--- src/assert_macros.svh ---
// assertion helpers, compiled out when SYNTH is defined
`ifndef ASSERT_MACROS_SVH
`define ASSERT_MACROS_SVH

`ifndef SYNTH
`define ASSERT_CLK(label, clk, rst, prop) \
  label: assert property (@(posedge clk) disable iff (rst) prop) \
    else $error("%m: assertion failed");
`define ASSERT_NEVER(label, clk, rst, cond) \
  label: assert property (@(posedge clk) disable iff (rst) !(cond)) \
    else $error("%m: forbidden condition seen");
`else
`define ASSERT_CLK(label, clk, rst, prop)
`define ASSERT_NEVER(label, clk, rst, cond)
`endif

`endif

--- src/hte_pkg.sv ---
package hte_pkg;

  localparam int unsigned MAX_RUN   = 7;
  localparam int unsigned RUN_LEN_W = 3;

  typedef logic [MAX_RUN-1:0][7:0] run_bytes_t;
  typedef logic [RUN_LEN_W-1:0]    run_len_t;

  typedef struct packed {
    logic [7:0] in_byte;
    logic       in_final;
  } in_word_t;

  typedef struct packed {
    logic [7:0] out_byte;
    logic       run_last;
    logic       string_end;
  } out_word_t;

  // decoded run of output bytes, byte 0 goes out first
  typedef struct packed {
    run_bytes_t bytes;
    run_len_t   len;
    logic       held_next;
  } run_t;

  localparam logic [7:0] BYTE_AMP   = 8'h26;
  localparam logic [7:0] BYTE_LT    = 8'h3c;
  localparam logic [7:0] BYTE_GT    = 8'h3e;
  localparam logic [7:0] BYTE_QUOTE = 8'h22;
  localparam logic [7:0] BYTE_C2    = 8'hc2;
  localparam logic [7:0] BYTE_A0    = 8'ha0;

  localparam run_bytes_t ENT_AMP  = {8'h00, 8'h00, ";", "p", "m", "a", "&"};
  localparam run_bytes_t ENT_LT   = {8'h00, 8'h00, 8'h00, ";", "t", "l", "&"};
  localparam run_bytes_t ENT_GT   = {8'h00, 8'h00, 8'h00, ";", "t", "g", "&"};
  localparam run_bytes_t ENT_QUOT = {8'h00, ";", "t", "o", "u", "q", "&"};
  localparam run_bytes_t ENT_NBSP = {8'h00, ";", "p", "s", "b", "n", "&"};

  localparam run_len_t LEN_AMP  = 3'd5;
  localparam run_len_t LEN_LT   = 3'd4;
  localparam run_len_t LEN_GT   = 3'd4;
  localparam run_len_t LEN_QUOT = 3'd6;
  localparam run_len_t LEN_NBSP = 3'd6;

endpackage

--- src/hte_decode.sv ---
module hte_decode
  import hte_pkg::*;
(
  input  in_word_t word,
  input  logic     held,
  input  logic     quote_esc,
  output run_t     run
);

  run_bytes_t ent;
  run_len_t   ent_len;
  logic       prefix;
  logic       held_next;

  always_comb begin
    ent       = '0;
    ent_len   = '0;
    prefix    = 1'b0;
    held_next = 1'b0;
    if (held && word.in_byte == BYTE_A0) begin
      ent     = ENT_NBSP;
      ent_len = LEN_NBSP;
    end else begin
      // a held c2 that did not pair up goes out ahead of this byte
      prefix = held;
      unique case (word.in_byte)
        BYTE_AMP: begin
          ent     = ENT_AMP;
          ent_len = LEN_AMP;
        end
        BYTE_LT: begin
          ent     = ENT_LT;
          ent_len = LEN_LT;
        end
        BYTE_GT: begin
          ent     = ENT_GT;
          ent_len = LEN_GT;
        end
        BYTE_QUOTE: begin
          if (quote_esc) begin
            ent     = ENT_QUOT;
            ent_len = LEN_QUOT;
          end else begin
            ent[0]  = word.in_byte;
            ent_len = 3'd1;
          end
        end
        BYTE_C2: begin
          if (word.in_final) begin
            ent[0]  = word.in_byte;
            ent_len = 3'd1;
          end else begin
            held_next = 1'b1;
          end
        end
        default: begin
          ent[0]  = word.in_byte;
          ent_len = 3'd1;
        end
      endcase
    end
  end

  assign run.bytes     = prefix ? {ent[MAX_RUN-2:0], BYTE_C2} : ent;
  assign run.len       = ent_len + {{(RUN_LEN_W-1){1'b0}}, prefix};
  assign run.held_next = held_next;

endmodule

--- src/hte_serializer.sv ---
`include "assert_macros.svh"

module hte_serializer
  import hte_pkg::*;
(
  input  logic      clk,
  input  logic      rst,
  input  logic      load,
  input  run_t      run,
  input  logic      fin,
  output logic      free,
  output logic      dst_valid,
  input  logic      dst_stall,
  output out_word_t dst_word
);

  logic       run_valid;
  run_bytes_t bytes;
  run_len_t   len;
  run_len_t   pos;
  logic       run_fin;
  logic       last;

  assign last = (pos == len - 3'd1);
  // buffer frees up in the same cycle its last word is taken
  assign free = !run_valid || (last && !dst_stall);

  always_ff @(posedge clk) begin
    if (rst) begin
      run_valid <= 1'b0;
      pos       <= '0;
    end else if (load && free) begin
      run_valid <= 1'b1;
      pos       <= '0;
    end else if (run_valid && !dst_stall) begin
      if (last) begin
        run_valid <= 1'b0;
      end else begin
        pos <= pos + 3'd1;
      end
    end
  end

  always_ff @(posedge clk) begin
    if (load && free) begin
      bytes   <= run.bytes;
      len     <= run.len;
      run_fin <= fin;
    end
  end

  assign dst_valid           = run_valid;
  assign dst_word.out_byte   = bytes[pos];
  assign dst_word.run_last   = last;
  assign dst_word.string_end = last && run_fin;

  `ASSERT_CLK(a_pos_in_run, clk, rst, run_valid |-> (pos < len))
  `ASSERT_NEVER(a_empty_run, clk, rst, run_valid && len == '0)
  `ASSERT_CLK(a_run_continues, clk, rst, (run_valid && !dst_stall && !last) |=> run_valid)
  `ASSERT_NEVER(a_load_empty, clk, rst, load && run.len == '0)

endmodule

--- src/html_text_escaper_core.sv ---
// channel  direction  handshake            word
// src      in         src_valid/src_stall  in_word_t  (one string byte + final flag)
// dst      out        dst_valid/dst_stall  out_word_t (one escaped byte + run/string flags)
// cfg      in         cfg_valid/cfg_ready  quote escape enable bit, always ready
//
// a byte is taken every cycle while each one yields at most one output word and dst
// does not stall; an entity run of up to 7 words stalls the source side until its
// last word is taken; an accepted byte is registered in s1_word, decoded and loaded
// into the run buffer in hte_serializer, which sets the rate: one output word per
// cycle while dst does not stall; reset clears both stages and drops a pending c2;
// quote escaping resets to on; dst stall freezes the run buffer and backs up into src_stall
module html_text_escaper_core
  import hte_pkg::*;
(
  input  logic      clk,
  input  logic      rst,
  input  logic      src_valid,
  output logic      src_stall,
  input  in_word_t  src_word,
  output logic      dst_valid,
  input  logic      dst_stall,
  output out_word_t dst_word,
  input  logic      cfg_valid,
  output logic      cfg_ready,
  input  logic      cfg_data
);

  logic     s1_valid;
  in_word_t s1_word;
  logic     held_c2;
  logic     quote_esc;
  logic     s2_free;
  logic     s1_move;
  logic     load;
  run_t     run;

  assign cfg_ready = 1'b1;
  assign s1_move   = s1_valid && s2_free;
  assign src_stall = s1_valid && !s2_free;
  // a non-final c2 with nothing pending produces no words
  assign load      = s1_move && (run.len != '0);

  always_ff @(posedge clk) begin
    if (rst) begin
      quote_esc <= 1'b1;
    end else if (cfg_valid && cfg_ready) begin
      quote_esc <= cfg_data;
    end
  end

  always_ff @(posedge clk) begin
    if (rst) begin
      s1_valid <= 1'b0;
      held_c2  <= 1'b0;
    end else begin
      if (src_valid && !src_stall) begin
        s1_valid <= 1'b1;
      end else if (s1_move) begin
        s1_valid <= 1'b0;
      end
      if (s1_move) begin
        held_c2 <= run.held_next;
      end
    end
  end

  always_ff @(posedge clk) begin
    if (src_valid && !src_stall) begin
      s1_word <= src_word;
    end
  end

  hte_decode u_decode (
    .word      (s1_word),
    .held      (held_c2),
    .quote_esc (quote_esc),
    .run       (run)
  );

  hte_serializer u_serializer (
    .clk       (clk),
    .rst       (rst),
    .load      (load),
    .run       (run),
    .fin       (s1_word.in_final),
    .free      (s2_free),
    .dst_valid (dst_valid),
    .dst_stall (dst_stall),
    .dst_word  (dst_word)
  );

endmodule
--- config.mk ---
export PLATFORM = sky130hd
export DESIGN_NAME = html_text_escaper_core
export DESIGN_NICKNAME = d
export VERILOG_FILES = /design/src/hte_pkg.sv /design/src/hte_decode.sv /design/src/hte_serializer.sv /design/src/html_text_escaper_core.sv
export VERILOG_INCLUDE_DIRS = /design/src /design/src/src
export SDC_FILE = /design/constraint.sdc
export NUM_CORES = 1
export LEC_CHECK = 0
export BUFFER_PORTS_ARGS = -buffer_cell sky130_fd_sc_hd__buf_2
export CORE_MARGIN = 2
export CORE_UTILIZATION = 50
export CTS_CLUSTER_SIZE = 40
export DETAILED_ROUTE_END_ITERATION = 10
export PLACE_DENSITY = 0.73
export SYNTH_ARGS = -nofsm -noshare
export SYNTH_HDL_FRONTEND = slang
export SYNTH_SLANG_ARGS = --single-unit
--- constraint.sdc ---
create_clock -name clk -period 5.4 [get_ports clk]
set_input_delay 0 -clock clk [delete_from_list [all_inputs] [get_ports clk]]
set_output_delay 0 -clock clk [all_outputs]
set_load 0.005 [all_outputs]
== After elaboration in Yosys (flattened, before gate mapping) ==
Index checks and enable logic that the tools add are counted.
W data, S select, Z words.

* Word-level logic and storage cells: 73
* Bits of input ports: 15
* Output and inout port bits: 13
* Flip-flop bits (word level): 76

* Reductions and logical operators: 23
* Add/sub/neg operators: 3
* Magnitude comparators: 1
* Muxes and demuxes: 22
* Eq/ne operators: 7
* Bitwise gates (word level): 1

{| class="wikitable"
|+ Operator list
! kind !! count
|-
| $pmux W38 S4 || 1
|-
| $mux W56 || 2
|-
| $mux W38 || 1
|-
| $eq A8 B6 Y1 const B || 4
|-
| $bmux W8 S3 || 1
|-
| $mux W8 || 3
|-
| $pmux W8 S3 || 1
|-
| $eq A8 B8 Y1 const B || 2
|-
| $pmux W3 S4 || 1
|-
| $mux W1 || 10
|-
| $logic_and A1 B1 Y1 || 9
|-
| $mux W3 || 2
|-
| $reduce_bool A2 Y1 || 3
|-
| $logic_not A1 Y1 || 4
|-
| $lt A3 B4 Y1 const B || 1
|-
| $reduce_and A2 Y1 || 2
|-
| $reduce_or A2 Y1 || 2
|-
| $add A3 B1 Y3 || 1
|-
| $add A3 B1 Y3 const B || 1
|-
| $eq A3 B3 Y1 || 1
|-
| $reduce_bool A3 Y1 || 1
|-
| $reduce_or A3 Y1 || 1
|-
| $sub A3 B1 Y3 const B || 1
|-
| $logic_or A1 B1 Y1 || 1
|-
| $not A1 Y1 || 1
|}

== Longest topological paths before layout ==
Gate-level depths: netlist of run 1.

* Depth after elaboration: 10
* Gate-level depth with buffers: 11
* Mapped depth without buffers: 11

== Cells and area by module ==
From an unflattened synthesis of run 1, not the netlist that was laid out.

* Cell total of the unflattened synthesis: 310
* Area, all modules: 3915.0 um2

{| class="wikitable"
|+ By module, submodules not included
! module !! area an instance (um2) !! cells an instance !! times used
|-
| hte_serializer || 2585.0 || 150 || 1
|-
| hte_decode || 908.4 || 137 || 1
|-
| html_text_escaper_core || 421.7 || 23 || 1
|}

== Worst setup path after synthesis of run 1 ==
No wires, ideal clock.

* Path kind: flip-flop to flip-flop
* Start: register s1_word[4] (netlist bit)
* End: register u_serializer.bytes[0] (netlist bit) (enable)
* Arrival: 3.316 ns
* Path slack: 1.676 ns
* Path buffers: 0
* Stages on the path, launching flop included: 10
* Path through: edfxtp_1 or4b_1 or2_1 nand2_2 inv_2 ha_1 ha_1 or3_1 nor4_2 a211oi_4

{| class="wikitable"
|+ RTL lines
! what !! RTL line !! source
|-
| from (decl) || html_text_escaper_core.sv:29 || <nowiki>in_word_t s1_word;</nowiki>
|-
| from (signal assigned) || html_text_escaper_core.sv:69 || <nowiki>s1_word <= src_word;</nowiki>
|-
| to (signal assigned) || hte_serializer.sv:46 || <nowiki>bytes <= run.bytes;</nowiki>
|-
| to (decl) || hte_serializer.sv:18 || <nowiki>run_bytes_t bytes;</nowiki>
|}

==> flow_summary.json, run 1 <==
{
  "min_path_type": "in2reg",
  "gp_congestion": 0.883,
  "min_period_over_period_pct": 67.4,
  "dpl.hpwl_um": 3800,
  "yosysTopAreaCellShare_pct": 51.1,
  "power_switching_mw": 0.177,
  "ioPinCount": 28,
  "max_freq_mhz": 275,
  "grt_pass1_wl_um": 9090,
  "path_clk_slew_ps": 100,
  "crit_buf_inv": 2,
  "clockBufferDepth": 2,
  "cp-end-kind": "register",
  "cp_max_fo": 40,
  "overflow": 0,
  "outcome": "complete, no violations",
  "intPower_mw": 0.665,
  "ctsResizeCount": 0,
  "fin_skew_ps": 9.02,
  "netSwitchingFraction_pct": 21.0,
  "ant_nets": 0,
  "powerDensity_nw_per_um2": 255,
  "seqPwrFrac_pct": 60.1,
  "crit_arrival_ps": 3860,
  "p_comb_share_pct": 8.3,
  "fp.coreArea_um2": 5540,
  "yosysMostFrequentCell": "edfxtp_1",
  "die_y_um": 79.9,
  "grt_usage_pct": 18.7,
  "insertion_delay_ps": 300,
  "layout.cells.non_filler": 344,
  "path_common_cell": "ha_1",
  "drt_wl_total_um": 5470,
  "cts_tree": "yes",
  "synth.net_count": 254,
  "diodes": 0,
  "cp-start-kind": "register",
  "first_iter_violations": 115,
  "num_rows": 27,
  "htree_levels": 2,
  "nNetsFinal": 290,
  "vias_per_cell": 5.69,
  "synth_flop_cell": "edfxtp_1",
  "grt_pass1_vias": 1928,
  "synth_seq_cells": 56,
  "finalSetupViolCount": 0,
  "die-area_um2": 6380,
  "power_mw": 0.842,
  "fin_crit_ps": 3640,
  "path_cells": "nor3b_2, o211a_1, o22ai_2, inv_1, a21oi_1, ha_1, ha_1, or3_1, nor4_2, a211oi_4, buf_4, nor3_1",
  "async_reset_ff_share_pct": 0,
  "cap_violations": 0,
  "avgSynthCellArea_um2": 12.3,
  "cp_top_family": "simple AND/OR/NAND/NOR gates",
  "slew_headroom_pct": 38.0,
  "antenna_found_initial": 0,
  "area_growth_pct": 14.6,
  "syn_area_um2": 2880,
  "setup_tns_ps": 0,
  "clkPwrFrac_pct": 31.6,
  "worst_path_max_delay_cell": "nor3b_2",
  "drc": 0,
  "final_hold_viol_count": 0,
  "required_ps": 5620,
  "leakagePower_nw": 1.29,
  "dp.cells": 322,
  "worst_path_largest_cell_delay_ps": 580,
  "drtPass1Iterations": 4,
  "tightest_slew_ps": 928,
  "cts_setup_buffers": 0,
  "ys_warn_count": 0,
  "synth_cell_type_count": 56,
  "rsz0062_at_grt": "false",
  "start_util_pct": 52.0,
  "grt_max_degree": 41,
  "yosys.area.top_type": "edfxtp_1",
  "synth_edf_count": 49,
  "maxSlewViolCount": 0,
  "clock_sinks": 56,
  "ir_drop_uv": 131,
  "dr_total_vias": 1959,
  "cts-buffers-inserted": 5,
  "path_class": "reg2reg",
  "io_buffers": 26,
  "wire_per_inst_um": 15.9,
  "die_w_um": 79.9,
  "synthTopCellsByArea": "edfxtp_1 (51%), mux4_2 (5.5%), dfxtp_1 (4.9%)",
  "yosysSeqAreaShare_pct": 56.0,
  "synthTopCellsByCount": "edfxtp_1 (49), nor2_1 (19), nand2_1 (15)",
  "synth_cells": 235,
  "nFillCells": 453,
  "cts_root_buffer": "clkbuf_8",
  "drive_above_1_share_pct": 21.3,
  "holdBufCountCts": 14
}
## layer usage
layer | GRT usage [%] | wire length (µm)
met5 | 0 | 0
met4 | 6.10 | 69
met3 | 2.38 | 278
met2 | 32.3 | 2680
met1 | 24.5 | 2440
## state kept, by name (all words and copies together), names as in the netlist
name and cells:
u_serializer.bytes 36, s1_word 9, u_serializer.len 3, u_serializer.pos 3, held_c2 1, quote_esc 1, s1_valid 1, u_serializer.dst_valid 1
u_serializer.run_fin 1
## cells in the final DEF (no fill, tap or decap), types with 4 or more instances in the layout
cell / synthesis / final
edfxtp_1: 49 / 49
buf_2: 4 / 26
nor2_1: 19 / 19
nand2_1: 15 / 15
dlygate4sd3_1: 0 / 14
inv_1: 13 / 13
a21oi_1: 13 / 13
nor3_1: 9 / 9
o21ai_0: 8 / 8
mux2i_1: 8 / 8
mux4_2: 7 / 7
dfxtp_1: 7 / 7
o22ai_1: 5 / 5
nand2b_1: 5 / 5
clkbuf_8: 0 / 5
ha_1: 4 / 4
## worst paths after layout
path	end	depth (start not counted)	slack [ps]	startpoint
setup / recovery	u_serializer.pos[2]	12	1760	s1_word[7]
hold / removal	u_serializer.dst_valid	3	40	dst_stall
setup reg to reg	u_serializer.pos[2]	12	1760	s1_word[7]
hold reg to reg	u_serializer.dst_valid	2	530	u_serializer.dst_valid
## logic make-up (layout without fill, tap and decap cells)
group                    Yosys count  count (layout)  synth area share [%]
flip-flops                        56              56                  56.0
AND/OR/NAND/NOR                   78              78                  16.0
other                              1               1                 0.130
AO/OA/AOI/OAI                     46              46                  11.1
XOR/XNOR                           6               6                  2.35
adder cells (fa/ha/maj)            4               4                  1.74
multiplexers                      16              16                  8.64
buffers and inverters             28              65                  4.08
## area by class of cell
cell class | instances | area, µm² | share of cell area (%)
clock buffer | 5 | 68.8 | 2.08
clock inverter | 3 | 42.5 | 1.29
inverter | 16 | 60.1 | 1.82
multi-input combinational | 151 | 1150 | 34.9
sequential | 56 | 1610 | 48.8
tap | 72 | 90.1 | 2.73
timing repair buffer | 41 | 278 | 8.41
## power by group through the flow
stage / sequential (mW) / clock [mW] / combinational, mW
after global routing: 0.509 / 0.283 / 0.0777
final: 0.506 / 0.266 / 0.0696
after CTS: 0.506 / 0.269 / 0.0696
after floorplan: 0.510 / 0 / 0.0455
after detailed placement: 0.516 / 0 / 0.0616
after global placement: 0.515 / 0 / 0.0606
## worst reg2reg max path, stage by stage (launching register included)
cell	delay, ps
edfxtp_1	460
nor3b_2	580
o211a_1	380
o22ai_2	170
inv_1	80
a21oi_1	60
ha_1	200
ha_1	300
or3_1	370
nor4_2	290
a211oi_4	100
buf_4	300
nor3_1	260
## through the flow
| stage | worst slack (ps) | hold WS [ps] | util (%) | instance area [µm²] |
|---|---|---|---|---|
| after floorplan | 1680 | 69.1 | - | 2880 |
| after global placement | 1950 | 176 | 55.1 | 3050 |
| after detailed placement | 1790 | 178 | 55.1 | 3050 |
| after CTS | 1780 | 37.9 | 59.6 | 3300 |
| after global routing | 1480 | 76.6 | 59.6 | 3300 |
| final | 1760 | 36.0 | 59.6 | 3300 |
Power figures use the tool's default switching activity.
==> inputs of run 2 (changes only) <==
clock period = 3.6 ns   (was 5.4 ns; I/O delays follow)
==> flow_summary.json, run 2 (same netlist as run 1, synthesis figures left out) <==
{
  "die_y_um": 79.9,
  "clock_sinks": 56,
  "min_period_over_period_pct": 91.9,
  "finalSetupViolCount": 0,
  "leakagePower_nw": 1.31,
  "antenna_found_initial": 0,
  "min_path_type": "in2reg",
  "required_ps": 3650,
  "cts_setup_buffers": 0,
  "area_growth_pct": 16.9,
  "grt_max_degree": 43,
  "fp.coreArea_um2": 5540,
  "drt_wl_total_um": 5480,
  "grt_usage_pct": 19.1,
  "slew_headroom_pct": 54.3,
  "layout.cells.non_filler": 349,
  "dp.cells": 327,
  "diodes": 0,
  "cts_root_buffer": "clkbuf_8",
  "fin_crit_ps": 3310,
  "top_regs": "u_serializer.bytes: 36 flops, s1_word: 9 flops",
  "placed_area_um2": 3140,
  "cp-start-kind": "register",
  "max_freq_mhz": 302,
  "tightest_slew_ps": 683,
  "cts-buffers-inserted": 5,
  "final_cell_area_um2": 3370,
  "nNetsFinal": 295,
  "final_cell_mix": "edfxtp_1 (49), buf_2 (26), nor2_1 (19), nand2_1 (15), dlygate4sd3_1 (14)",
  "num_rows": 27,
  "start_util_pct": 52.0,
  "ant_nets": 0,
  "overflow": 0,
  "htree_levels": 2,
  "drc": 0,
  "clockBufferDepth": 2,
  "crit_arrival_ps": 3360,
  "fin_skew_ps": 8.44,
  "die_w_um": 79.9,
  "drive_above_1_share_pct": 24.9,
  "final_common_cell": "edfxtp_1",
  "grt_pass1_vias": 1917,
  "cap_violations": 0,
  "outcome": "complete, no violations",
  "cp-end-kind": "register",
  "vias_per_cell": 5.63,
  "ir_drop_uv": 179,
  "multi_input_area_um2": 1190,
  "wire_per_inst_um": 15.7,
  "regMostFlops": "u_serializer.bytes",
  "cts_tree": "yes",
  "powerDensity_nw_per_um2": 355,
  "grt_pass1_wl_um": 9110,
  "path_class": "reg2reg",
  "holdWs_ps": 44.4,
  "io_buffers": 26,
  "first_iter_violations": 126,
  "insertion_delay_ps": 310,
  "gp_congestion": 0.803,
  "nFillCells": 454,
  "largest_register_ffs": 36,
  "cp_max_fo": 42,
  "seqCellArea_um2": 1610,
  "ioPinCount": 28,
  "dr_total_vias": 1964,
  "path_clk_slew_ps": 90,
  "die-area_um2": 6380,
  "dpl.hpwl_um": 3790,
  "final_hold_viol_count": 0,
  "maxSlewViolCount": 0,
  "drtPass1Iterations": 5,
  "rsz0062_at_grt": "false",
  "setup_tns_ps": 0
}
-- run 2: timing repair --
item,in CTS,in global routing
resized for setup,0,0
endpoints found under the hold margin,16,0
hold buffers,14,0
-- run 2: area by class of cell --
type	instances	area share, %
clock inverters	3	0.557
inverters	16	1.86
flip-flops and latches	56	47.8
repair buffers	46	9.73
well taps	72	2.67
clock buffers	5	2.04
multi-input cells	151	35.3
-- run 2: through the flow --
step / power (mW) / setup slack [ps] / util (%)
final: 1.20 / 291 / 60.8
after global routing: 1.25 / 7.57 / 60.8
after CTS: 1.20 / 302 / 60.8
after detailed placement: 0.872 / 323 / 56.7
after global placement: 0.868 / 433 / 56.7
after floorplan: 0.835 / 15.2 / -
-- run 2: power breakdown --
group / total [mW] / switching [mW] / internal [mW]
clock network: 0.329 / 0.193 / 0.136
registers: 0.756 / 0.0166 / 0.739
logic: 0.113 / 0.0563 / 0.0563
-- run 2: final timing paths --
path	start	end	slack (ps)	cells past startpoint
setup / recovery	s1_word[5]	u_serializer.bytes[19]	290	11
hold / removal	dst_stall	u_serializer.dst_valid	40	3
setup reg to reg	s1_word[5]	u_serializer.bytes[19]	290	11
hold reg to reg	s1_word[0]	u_serializer.run_fin	510	0
-- run 2: critical path, cell delays in order, from the launching register on --
cell and delay, ps:
edfxtp_1 470, nor3b_2 500, nand2_1 170, o22ai_2 360, inv_1 70, a21oi_1 150, ha_2 210, ha_4 210
or3_1 320, nor4_2 290, a211oi_4 80, buf_12 200
-- run 2: per-layer routing --
layer | vias up | GRT usage, % | wire, µm
met5 | - | 0 | 0
met4 | 0 | 6.78 | 77
met3 | 7 | 3.51 | 230
met2 | 55 | 31.4 | 2680
met1 | 948 | 25.5 | 2500
li1 | 954 | - | -
